[config.mk]
export PLATFORM = sky130hd
export DESIGN_NAME = periodic_job_timer_table_unit
export DESIGN_NICKNAME = d
export VERILOG_FILES = /design/src/hw/rtl/pjtt_pkg.sv /design/src/hw/rtl/periodic_job_timer_table_unit.sv /design/src/hw/rtl/pjtt_table.sv /design/src/hw/rtl/pjtt_alu.sv /design/src/hw/rtl/pjtt_seq.sv
export SDC_FILE = /design/constraint.sdc
export NUM_CORES = 2
export LEC_CHECK = 0
export ABC_AREA = 1
export BUFFER_PORTS_ARGS = -buffer_cell sky130_fd_sc_hd__buf_2
export CAP_MARGIN = 20
export CELL_PAD_IN_SITES_DETAIL_PLACEMENT = 0
export CELL_PAD_IN_SITES_GLOBAL_PLACEMENT = 1
export CORE_MARGIN = 2
export CORE_UTILIZATION = 40
export DETAILED_ROUTE_END_ITERATION = 10
export GPL_TIMING_DRIVEN = 1
export PLACE_DENSITY = 0.74
export SLEW_MARGIN = 20
export SYNTH_ARGS = -nofsm -noshare
export SYNTH_HDL_FRONTEND = slang
export SYNTH_SLANG_ARGS = --single-unit
[constraint.sdc]
create_clock -name clk -period 9.85 [get_ports clk]
set_input_delay 1.97 -clock clk [delete_from_list [all_inputs] [get_ports clk]]
set_output_delay 1.97 -clock clk [all_outputs]
set_load 0.05 [all_outputs]
[src/hw/rtl/pjtt_pkg.sv]
// Shared types, codes and constants of the periodic job timer table.
package pjtt_pkg;

    localparam int MAX_JOBS_DEF = 16;
    localparam int MAX_RESULTS  = 16;
    localparam int RES_W        = $clog2(MAX_RESULTS + 1);

    localparam logic [1:0] FN_TICK   = 2'd0;
    localparam logic [1:0] FN_ADD    = 2'd1;
    localparam logic [1:0] FN_REMOVE = 2'd2;
    localparam logic [1:0] FN_QUERY  = 2'd3;

    localparam logic [1:0] K_FIRED = 2'd0;
    localparam logic [1:0] K_IDLE  = 2'd1;
    localparam logic [1:0] K_DONE  = 2'd2;
    localparam logic [1:0] K_FULL  = 2'd3;

    typedef struct packed {
        logic [7:0]  id;
        logic [31:0] interval;
        logic [31:0] ctx;
        logic [31:0] due_sec;
        logic [19:0] due_usec;
    } pjtt_entry_t;

    typedef struct packed {
        logic        we;
        logic [6:0]  waddr;
        pjtt_entry_t wdata;
    } pjtt_wr_t;

endpackage

[src/hw/rtl/periodic_job_timer_table_unit.sv]
// Top level of the periodic job timer table.
//
// Input channel (in_valid/in_ready) carries one operation per transfer: a time
// tick, an add, a remove or a query. Output channel (out_valid/out_ready)
// carries the results, one per transfer, with last set on the final result of
// each operation. A tick gives one result per fired job, at most sixteen, or a
// single idle result when nothing is due; the other operations give one result.
// An add that fits is written to the table in the S_ADD_WR state, which also
// places its result in the output register. A query, a refused add and a
// remove walk the table, loading and then evaluating each entry, and their
// result enters the output register from S_FINISH. A tick walks all entries
// once to count due jobs, then again up to the last job that fires, each fired
// result entering the output register as its entry is evaluated; an idle result
// comes from S_FINISH. Each entry is read through the single read port of the
// table memory. A new operation is accepted in the cycle after the last result
// of the previous one enters the output register. A stalled receiver holds the
// result in the output register and the sequencer waits for it. Reset empties
// the table and clears the current time; no clearing pass is needed.
module periodic_job_timer_table_unit #(
    parameter int MAX_JOBS = pjtt_pkg::MAX_JOBS_DEF
) (
    input  logic        clk,
    input  logic        rst_n,
    input  logic        in_valid,
    output logic        in_ready,
    input  logic [1:0]  func,
    input  logic [7:0]  job_id,
    input  logic [31:0] job_interval,
    input  logic [31:0] job_context,
    input  logic [31:0] time_sec,
    input  logic [19:0] time_usec,
    output logic        out_valid,
    input  logic        out_ready,
    output logic [1:0]  kind,
    output logic [7:0]  fired_id,
    output logic [31:0] fired_context,
    output logic [4:0]  job_count,
    output logic        job_present,
    output logic        last
);
    import pjtt_pkg::*;

    localparam int CNT_W = $clog2(MAX_JOBS + 1);
    localparam int IDX_W = (MAX_JOBS > 1) ? $clog2(MAX_JOBS) : 1;

    pjtt_wr_t    wr;
    logic [IDX_W-1:0] raddr;
    pjtt_entry_t rdata;
    logic [31:0] alu_base_sec;
    logic [31:0] alu_add_sec;
    logic [31:0] alu_ref_sec;
    logic [19:0] alu_ref_usec;
    logic [31:0] alu_sum_sec;
    logic        alu_due;

    pjtt_table #(
        .MAX_JOBS (MAX_JOBS),
        .IDX_W    (IDX_W)
    ) u_table (
        .clk   (clk),
        .wr    (wr),
        .raddr (raddr),
        .rdata (rdata)
    );

    pjtt_alu u_alu (
        .base_sec (alu_base_sec),
        .add_sec  (alu_add_sec),
        .due_sec  (rdata.due_sec),
        .due_usec (rdata.due_usec),
        .ref_sec  (alu_ref_sec),
        .ref_usec (alu_ref_usec),
        .sum_sec  (alu_sum_sec),
        .due      (alu_due)
    );

    pjtt_seq #(
        .MAX_JOBS (MAX_JOBS),
        .CNT_W    (CNT_W),
        .IDX_W    (IDX_W)
    ) u_seq (
        .clk           (clk),
        .rst_n         (rst_n),
        .in_valid      (in_valid),
        .in_ready      (in_ready),
        .func          (func),
        .job_id        (job_id),
        .job_interval  (job_interval),
        .job_context   (job_context),
        .time_sec      (time_sec),
        .time_usec     (time_usec),
        .out_valid     (out_valid),
        .out_ready     (out_ready),
        .kind          (kind),
        .fired_id      (fired_id),
        .fired_context (fired_context),
        .job_count     (job_count),
        .job_present   (job_present),
        .last          (last),
        .wr            (wr),
        .raddr         (raddr),
        .rdata         (rdata),
        .alu_base_sec  (alu_base_sec),
        .alu_add_sec   (alu_add_sec),
        .alu_ref_sec   (alu_ref_sec),
        .alu_ref_usec  (alu_ref_usec),
        .alu_sum_sec   (alu_sum_sec),
        .alu_due       (alu_due)
    );

endmodule

[src/hw/rtl/pjtt_table.sv]
// Job table memory: one write port and one registered read port.
module pjtt_table #(
    parameter int MAX_JOBS = pjtt_pkg::MAX_JOBS_DEF,
    parameter int IDX_W    = 4
) (
    input  logic                  clk,
    input  pjtt_pkg::pjtt_wr_t    wr,
    input  logic [IDX_W-1:0]      raddr,
    output pjtt_pkg::pjtt_entry_t rdata
);
    import pjtt_pkg::*;

    pjtt_entry_t mem [MAX_JOBS];

    always_ff @(posedge clk)
    begin
        if (wr.we)
        begin
            mem[wr.waddr[IDX_W-1:0]] <= wr.wdata;
        end
        rdata <= mem[raddr];
    end

endmodule

[src/hw/rtl/pjtt_alu.sv]
// Shared unit: saturating seconds adder and due-time comparator.
module pjtt_alu (
    input  logic [31:0] base_sec,
    input  logic [31:0] add_sec,
    input  logic [31:0] due_sec,
    input  logic [19:0] due_usec,
    input  logic [31:0] ref_sec,
    input  logic [19:0] ref_usec,
    output logic [31:0] sum_sec,
    output logic        due
);
    logic [32:0] sum;

    assign sum     = {1'b0, base_sec} + {1'b0, add_sec};
    assign sum_sec = sum[32] ? 32'hFFFF_FFFF : sum[31:0];
    assign due     = (due_sec < ref_sec) || ((due_sec == ref_sec) && (due_usec <= ref_usec));

endmodule

[src/hw/rtl/pjtt_seq.sv]
// Sequencer: walks the table for each operation but an add that fits, and drives the result register.
module pjtt_seq #(
    parameter int MAX_JOBS = pjtt_pkg::MAX_JOBS_DEF,
    parameter int CNT_W    = 5,
    parameter int IDX_W    = 4
) (
    input  logic                  clk,
    input  logic                  rst_n,
    input  logic                  in_valid,
    output logic                  in_ready,
    input  logic [1:0]            func,
    input  logic [7:0]            job_id,
    input  logic [31:0]           job_interval,
    input  logic [31:0]           job_context,
    input  logic [31:0]           time_sec,
    input  logic [19:0]           time_usec,
    output logic                  out_valid,
    input  logic                  out_ready,
    output logic [1:0]            kind,
    output logic [7:0]            fired_id,
    output logic [31:0]           fired_context,
    output logic [4:0]            job_count,
    output logic                  job_present,
    output logic                  last,
    output pjtt_pkg::pjtt_wr_t    wr,
    output logic [IDX_W-1:0]      raddr,
    input  pjtt_pkg::pjtt_entry_t rdata,
    output logic [31:0]           alu_base_sec,
    output logic [31:0]           alu_add_sec,
    output logic [31:0]           alu_ref_sec,
    output logic [19:0]           alu_ref_usec,
    input  logic [31:0]           alu_sum_sec,
    input  logic                  alu_due
);
    import pjtt_pkg::*;

    localparam logic [2:0] S_IDLE   = 3'd0;
    localparam logic [2:0] S_ADD_WR = 3'd1;
    localparam logic [2:0] S_LOAD   = 3'd2;
    localparam logic [2:0] S_EVAL   = 3'd3;
    localparam logic [2:0] S_FINISH = 3'd4;

    logic [2:0]       state_reg, state_next;
    logic [1:0]       func_reg, func_next;
    logic [7:0]       id_reg, id_next;
    logic [31:0]      interval_reg, interval_next;
    logic [31:0]      ctx_reg, ctx_next;
    logic [31:0]      tsec_reg, tsec_next;
    logic [19:0]      tusec_reg, tusec_next;
    logic [CNT_W-1:0] count_reg, count_next;
    logic [31:0]      now_sec_reg, now_sec_next;
    logic [19:0]      now_usec_reg, now_usec_next;
    logic [CNT_W-1:0] idx_reg, idx_next;
    logic [CNT_W-1:0] wr_idx_reg, wr_idx_next;
    logic [RES_W-1:0] nfire_reg, nfire_next;
    logic [IDX_W-1:0] last_idx_reg, last_idx_next;
    logic             pass_reg, pass_next;
    logic             present_reg, present_next;
    logic [1:0]       fin_kind_reg, fin_kind_next;

    logic             out_valid_reg, out_valid_next;
    logic [1:0]       out_kind_reg, out_kind_next;
    logic [7:0]       out_id_reg, out_id_next;
    logic [31:0]      out_ctx_reg, out_ctx_next;
    logic [4:0]       out_count_reg, out_count_next;
    logic             out_present_reg, out_present_next;
    logic             out_last_reg, out_last_next;

    logic             out_free;
    logic             match;
    pjtt_entry_t      upd;

    assign out_free = !out_valid_reg || out_ready;
    assign match    = (rdata.id == id_reg);
    assign in_ready = (state_reg == S_IDLE);
    assign raddr    = idx_reg[IDX_W-1:0];

    assign alu_base_sec = (state_reg == S_ADD_WR) ? now_sec_reg : tsec_reg;
    assign alu_add_sec  = (state_reg == S_ADD_WR) ? interval_reg : rdata.interval;
    assign alu_ref_sec  = tsec_reg;
    assign alu_ref_usec = tusec_reg;

    always_comb
    begin
        upd          = rdata;
        upd.due_sec  = alu_sum_sec;
        upd.due_usec = tusec_reg;
    end

    always_comb
    begin
        state_next       = state_reg;
        func_next        = func_reg;
        id_next          = id_reg;
        interval_next    = interval_reg;
        ctx_next         = ctx_reg;
        tsec_next        = tsec_reg;
        tusec_next       = tusec_reg;
        count_next       = count_reg;
        now_sec_next     = now_sec_reg;
        now_usec_next    = now_usec_reg;
        idx_next         = idx_reg;
        wr_idx_next      = wr_idx_reg;
        nfire_next       = nfire_reg;
        last_idx_next    = last_idx_reg;
        pass_next        = pass_reg;
        present_next     = present_reg;
        fin_kind_next    = fin_kind_reg;
        out_valid_next   = out_valid_reg && !out_ready;
        out_kind_next    = out_kind_reg;
        out_id_next      = out_id_reg;
        out_ctx_next     = out_ctx_reg;
        out_count_next   = out_count_reg;
        out_present_next = out_present_reg;
        out_last_next    = out_last_reg;
        wr.we            = 1'b0;
        wr.waddr         = 7'(idx_reg);
        wr.wdata         = upd;

        case (state_reg)
            S_IDLE:
            begin
                if (in_valid)
                begin
                    func_next     = func;
                    id_next       = job_id;
                    interval_next = job_interval;
                    ctx_next      = job_context;
                    tsec_next     = time_sec;
                    tusec_next    = time_usec;
                    idx_next      = '0;
                    wr_idx_next   = '0;
                    nfire_next    = '0;
                    pass_next     = 1'b0;
                    present_next  = 1'b0;
                    if (func == FN_ADD && count_reg < CNT_W'(MAX_JOBS))
                    begin
                        state_next = S_ADD_WR;
                    end
                    else
                    begin
                        state_next = S_LOAD;
                    end
                end
            end
            S_ADD_WR:
            begin
                if (out_free)
                begin
                    wr.we            = 1'b1;
                    wr.waddr         = 7'(count_reg);
                    wr.wdata.id       = id_reg;
                    wr.wdata.interval = interval_reg;
                    wr.wdata.ctx      = ctx_reg;
                    wr.wdata.due_sec  = alu_sum_sec;
                    wr.wdata.due_usec = now_usec_reg;
                    count_next       = count_reg + 1'b1;
                    out_valid_next   = 1'b1;
                    out_kind_next    = K_DONE;
                    out_id_next      = id_reg;
                    out_ctx_next     = '0;
                    out_count_next   = 5'(count_reg + 1'b1);
                    out_present_next = 1'b1;
                    out_last_next    = 1'b1;
                    state_next       = S_IDLE;
                end
            end
            S_LOAD:
            begin
                if (idx_reg < count_reg)
                begin
                    state_next = S_EVAL;
                end
                else
                begin
                    state_next = S_FINISH;
                    case (func_reg)
                        FN_TICK:
                        begin
                            if (nfire_reg == '0)
                            begin
                                now_sec_next  = tsec_reg;
                                now_usec_next = tusec_reg;
                                fin_kind_next = K_IDLE;
                            end
                            else
                            begin
                                pass_next  = 1'b1;
                                idx_next   = '0;
                                state_next = S_LOAD;
                            end
                        end
                        FN_ADD:
                        begin
                            fin_kind_next = K_FULL;
                        end
                        FN_REMOVE:
                        begin
                            count_next    = wr_idx_reg;
                            present_next  = 1'b0;
                            fin_kind_next = K_DONE;
                        end
                        default:
                        begin
                            fin_kind_next = K_DONE;
                        end
                    endcase
                end
            end
            S_EVAL:
            begin
                if (func_reg == FN_TICK && pass_reg)
                begin
                    if (!alu_due)
                    begin
                        idx_next   = idx_reg + 1'b1;
                        state_next = S_LOAD;
                    end
                    else if (out_free)
                    begin
                        wr.we            = 1'b1;
                        out_valid_next   = 1'b1;
                        out_kind_next    = K_FIRED;
                        out_id_next      = rdata.id;
                        out_ctx_next     = rdata.ctx;
                        out_count_next   = 5'(count_reg);
                        out_present_next = present_reg;
                        out_last_next    = (idx_reg[IDX_W-1:0] == last_idx_reg);
                        if (idx_reg[IDX_W-1:0] == last_idx_reg)
                        begin
                            now_sec_next  = tsec_reg;
                            now_usec_next = tusec_reg;
                            state_next    = S_IDLE;
                        end
                        else
                        begin
                            idx_next   = idx_reg + 1'b1;
                            state_next = S_LOAD;
                        end
                    end
                end
                else
                begin
                    if (match)
                    begin
                        present_next = 1'b1;
                    end
                    if (func_reg == FN_REMOVE && !match)
                    begin
                        wr.we       = 1'b1;
                        wr.waddr    = 7'(wr_idx_reg);
                        wr.wdata    = rdata;
                        wr_idx_next = wr_idx_reg + 1'b1;
                    end
                    if (func_reg == FN_TICK && alu_due && nfire_reg < RES_W'(MAX_RESULTS))
                    begin
                        nfire_next    = nfire_reg + 1'b1;
                        last_idx_next = idx_reg[IDX_W-1:0];
                    end
                    idx_next   = idx_reg + 1'b1;
                    state_next = S_LOAD;
                end
            end
            S_FINISH:
            begin
                if (out_free)
                begin
                    out_valid_next   = 1'b1;
                    out_kind_next    = fin_kind_reg;
                    out_id_next      = id_reg;
                    out_ctx_next     = '0;
                    out_count_next   = 5'(count_reg);
                    out_present_next = present_reg;
                    out_last_next    = 1'b1;
                    state_next       = S_IDLE;
                end
            end
            default:
            begin
                state_next = S_IDLE;
            end
        endcase
    end

    always_ff @(posedge clk or negedge rst_n)
    begin
        if (!rst_n)
        begin
            state_reg     <= S_IDLE;
            count_reg     <= '0;
            now_sec_reg   <= '0;
            now_usec_reg  <= '0;
            out_valid_reg <= 1'b0;
        end
        else
        begin
            state_reg     <= state_next;
            count_reg     <= count_next;
            now_sec_reg   <= now_sec_next;
            now_usec_reg  <= now_usec_next;
            out_valid_reg <= out_valid_next;
        end
    end

    always_ff @(posedge clk)
    begin
        func_reg        <= func_next;
        id_reg          <= id_next;
        interval_reg    <= interval_next;
        ctx_reg         <= ctx_next;
        tsec_reg        <= tsec_next;
        tusec_reg       <= tusec_next;
        idx_reg         <= idx_next;
        wr_idx_reg      <= wr_idx_next;
        nfire_reg       <= nfire_next;
        last_idx_reg    <= last_idx_next;
        pass_reg        <= pass_next;
        present_reg     <= present_next;
        fin_kind_reg    <= fin_kind_next;
        out_kind_reg    <= out_kind_next;
        out_id_reg      <= out_id_next;
        out_ctx_reg     <= out_ctx_next;
        out_count_reg   <= out_count_next;
        out_present_reg <= out_present_next;
        out_last_reg    <= out_last_next;
    end

    assign out_valid     = out_valid_reg;
    assign kind          = out_kind_reg;
    assign fired_id      = out_id_reg;
    assign fired_context = out_ctx_reg;
    assign job_count     = out_count_reg;
    assign job_present   = out_present_reg;
    assign last          = out_last_reg;

    a_count_bound: assert property (@(posedge clk) disable iff (!rst_n)
        count_reg <= CNT_W'(MAX_JOBS))
        else $error("job count exceeds table depth");

    a_write_state: assert property (@(posedge clk) disable iff (!rst_n)
        wr.we |-> (state_reg == S_ADD_WR || state_reg == S_EVAL))
        else $error("table written outside a write state");

    a_busy_after_transfer: assert property (@(posedge clk) disable iff (!rst_n)
        (in_valid && in_ready) |=> !in_ready)
        else $error("input taken while an operation is running");

    a_fire_bound: assert property (@(posedge clk) disable iff (!rst_n)
        (state_reg == S_EVAL && func_reg == FN_TICK) |-> nfire_reg <= RES_W'(MAX_RESULTS))
        else $error("fired count exceeds result limit");

endmodule
==> flow_summary.toml <==
[setup_path]
path_cells = "inv_1, nand2_4, nor2_4, buf_4, buf_4, o21ai_0, ha_1, a21oi_1, o21ai_0, a21boi_0, nor2_1, nor2_1, nand3_1, inv_1, a21oi_1"
path_buf_inv = 4
slowest_delay_ns = 1.08
critPathLaunchType = "flip-flop"
r2r_slack_ns = 4.08
crit_required_ns = 10.35
cp.arrival_ns = 6.27
cp_max_fo = 67
cp-end-kind = "flip-flop"
rr_worst_depth = 15
path_depth = 15
worst-setup-path-type = "reg2reg"
cp_slowest_cell = "a21oi_1"
cpLargestDelayFamily = "compound AO/OA/AOI/OAI gates"

[power_and_ir_drop]
p_per_area_nw_per_um2 = 351
power_mw = 37.2
p_leak_nw = 35.3
irDropWorstVdd_uv = 245

[sta]
hold_ws_ns = 0.492
max_freq_mhz = 173
worstMarginPinSlew_ns = 1.18
drv_slew = 0
finalHoldViolations = 0
rsz0062_at_grt = "false"
fin_crit_ns = 5.77
setup_violations = 0
fin_crit_sh = 0.586
fin_skew_ns = 0.0489
slew-limit-headroom = 0.216
fin_setup_tns_ns = 0

[place]
dpl-instance-area_sq_um = 98200
io_buffers = 180
gp_congestion = 0.912
dpl.hpwl_mm = 134

[floorplanning]
ioPinCount = 181
start_util = 0.403
die_x_microns = 488
coreArea_sq_um = 233000
num_rows = 177
die_area_sq_um = 238000
die_h_microns = 488

[synthesis]
synthDominantCellAreaShare = 0.698
yosys_warnings = 0
synth_edf_count = 2182
synth_compound_area_frac = 0.121
ys_ff_latch = 2367
synth_most_common_cell = "edfxtp_1"
synth_area_leaders = "edfxtp_1 (70%), o21ai_0 (6.2%), nor2_1 (4.9%), nand2_1 (2.7%), dfxtp_1 (2.6%)"
post_synth_instance_area_sq_um = 93800
synth_top_family_by_area = "compound AO/OA/AOI/OAI gates"
synth.area.mux_share = 0
synth_fp_nets = 7589
yosys-top-cells-count = "edfxtp_1 (2182), nor2_1 (1215), o21ai_0 (1155), nand2_1 (686), clkbuf_1 (362)"
async_reset_ff_frac = 0.0258
postSynthAreaPerCell_sq_um = 12.7
synth_flop_cell = "edfxtp_1"
post_synth_and_or_nand_nor_area_fraction = 0.0924
ys_types = 45
synth_fa_ha_area_frac = 0.0126
seq_area_frac_synth = 0.741
synth_xor_area_frac = 0.00392
synth_cells = 7365
synth_top_cell_by_area = "edfxtp_1"

[clocking]
cts.clk_slew.worst_paths_ns = 0.06
ctsResizeCount = 0
clockBufferDepth = 3
cts_setup_buffers = 0
clk_latency_ns = 0.89
cts_hold_buf = 0
root_buffer = "clkbuf_16"
htreeDepth = 4
cts_tree = "yes"
numCtsBuffers = 224
cts_sinks = 2367

[cells_and_area]
area_growth_pct = 13.0
nNetsFinal = 7674
design_area_sq_um = 106000
drive_gt1_frac = 0.0975
largest_register_ffs = 1984

[min_path]
holdPathStages = 2
hold_path_class = "reg2reg"

[global_routing]
grt_pass1_wl_mm = 377
first_global_vias = 57700
grt_max_degree = 215
overflow = 0
grt_usage = 0.212
antenna_found_initial = 10

[route]
routed_wl_mm = 260
first_iter_violations = 7485
final_antenna_net_count = 0
vias = 60700
via_per_inst = 5.63
drcViolationCount = 0
drtPass1Iterations = 6
wl_per_cell_microns = 24.1

[run]
maxCapViolCount = 0

[run_status]
outcome = "finished clean"
[final timing paths]
path,from,endpoint
worst max register to register,u_seq.state_reg[2]$_DFFE_PN0P_,u_table.mem[15][34]$_DFFE_PP_
worst max-delay path,u_seq.state_reg[2]$_DFFE_PN0P_,u_table.mem[15][34]$_DFFE_PP_
worst min-delay path,u_seq.now_sec_reg[6]$_DFFE_PN0P_,u_seq.now_sec_reg[6]$_DFFE_PN0P_
worst min register to register,u_seq.now_sec_reg[6]$_DFFE_PN0P_,u_seq.now_sec_reg[6]$_DFFE_PN0P_
min in group asynchronous,rst_n,u_seq.now_usec_reg[9]$_DFFE_PN0P_
max in group asynchronous,rst_n,u_seq.now_sec_reg[18]$_DFFE_PN0P_
[tightest hold or removal path, delay by kind of cell (launching register included)]
family / cells / cell delay [ns]
AO/OA/AOI/OAI: 1 / 0.06
flip-flops: 1 / 0.34
AND/OR/NAND/NOR: 1 / 0.05
[metrics by stage]
stage | utilization | setup WS, ns | cells
finish | 0.455 | 4.08 | 10800
global route | 0.455 | 3.81 | 10800
CTS | 0.454 | 4.24 | 10800
detailed placement | 0.421 | 3.92 | 10300
global placement | 0.421 | 3.90 | 10300
floorplan | - | 0.984 | 7365
[cell usage in the layout (no fill, tap or decap), drive strengths merged, types with 5 or more instances in the layout]
cell / count
clkinv: 77
buf: 317
nand2: 688
a21oi: 134
nor3: 11
o21ai: 1205
edfxtp: 2182
a21o: 6
o22a: 12
nand4: 9
bufinv: 20
a31oi: 21
dfrtp: 61
ha: 93
xor2: 19
o22ai: 294
nand3b: 5
xnor2: 23
clkinvlp: 8
inv: 234
clkbuf: 328
nor2: 1218
o211ai: 76
dfxtp: 124
nand3: 257
o221ai: 207
[report_power, final]
group,switching [mW],internal (mW)
Combinational,9.94,3.18
Sequential,0.502,14.8
Clock,3.77,4.97
[routing by layer]
| layer | vias to the layer above | GRT usage | wire (microns) |
|---|---|---|---|
| met3 | 394 | 0.0310 | 20100 |
| met2 | 2511 | 0.336 | 120000 |
| met5 | - | 0 | 35 |
| li1 | 27300 | - | - |
| met4 | 6 | 0.0633 | 7090 |
| met1 | 30500 | 0.303 | 112000 |
[cell type report]
| class | count | area, sq um |
|---|---|---|
| fillers | 20700 | 127000 |
| inverters | 231 | 905 |
| multi-input cells | 4299 | 21900 |
| diodes | 1 | 2.50 |
| flip-flops and latches | 2367 | 69500 |
| repair buffers | 327 | 2240 |
| clock inverters | 108 | 1230 |
| well taps | 3132 | 3920 |
| clock buffers | 318 | 6270 |
[logic make-up (layout without fill, tap and decap cells)]
group,count (synthesis),count (layout)
AOI/OAI and AO/OA,1968,1968
xor gates and xnor gates,42,42
adders and majority gates,94,94
buffers and inverters,699,984
DFF,2367,2367
other,0,1
and+or+nand+nor,2195,2195
Note: power is estimated with default switching activity, not from simulation.
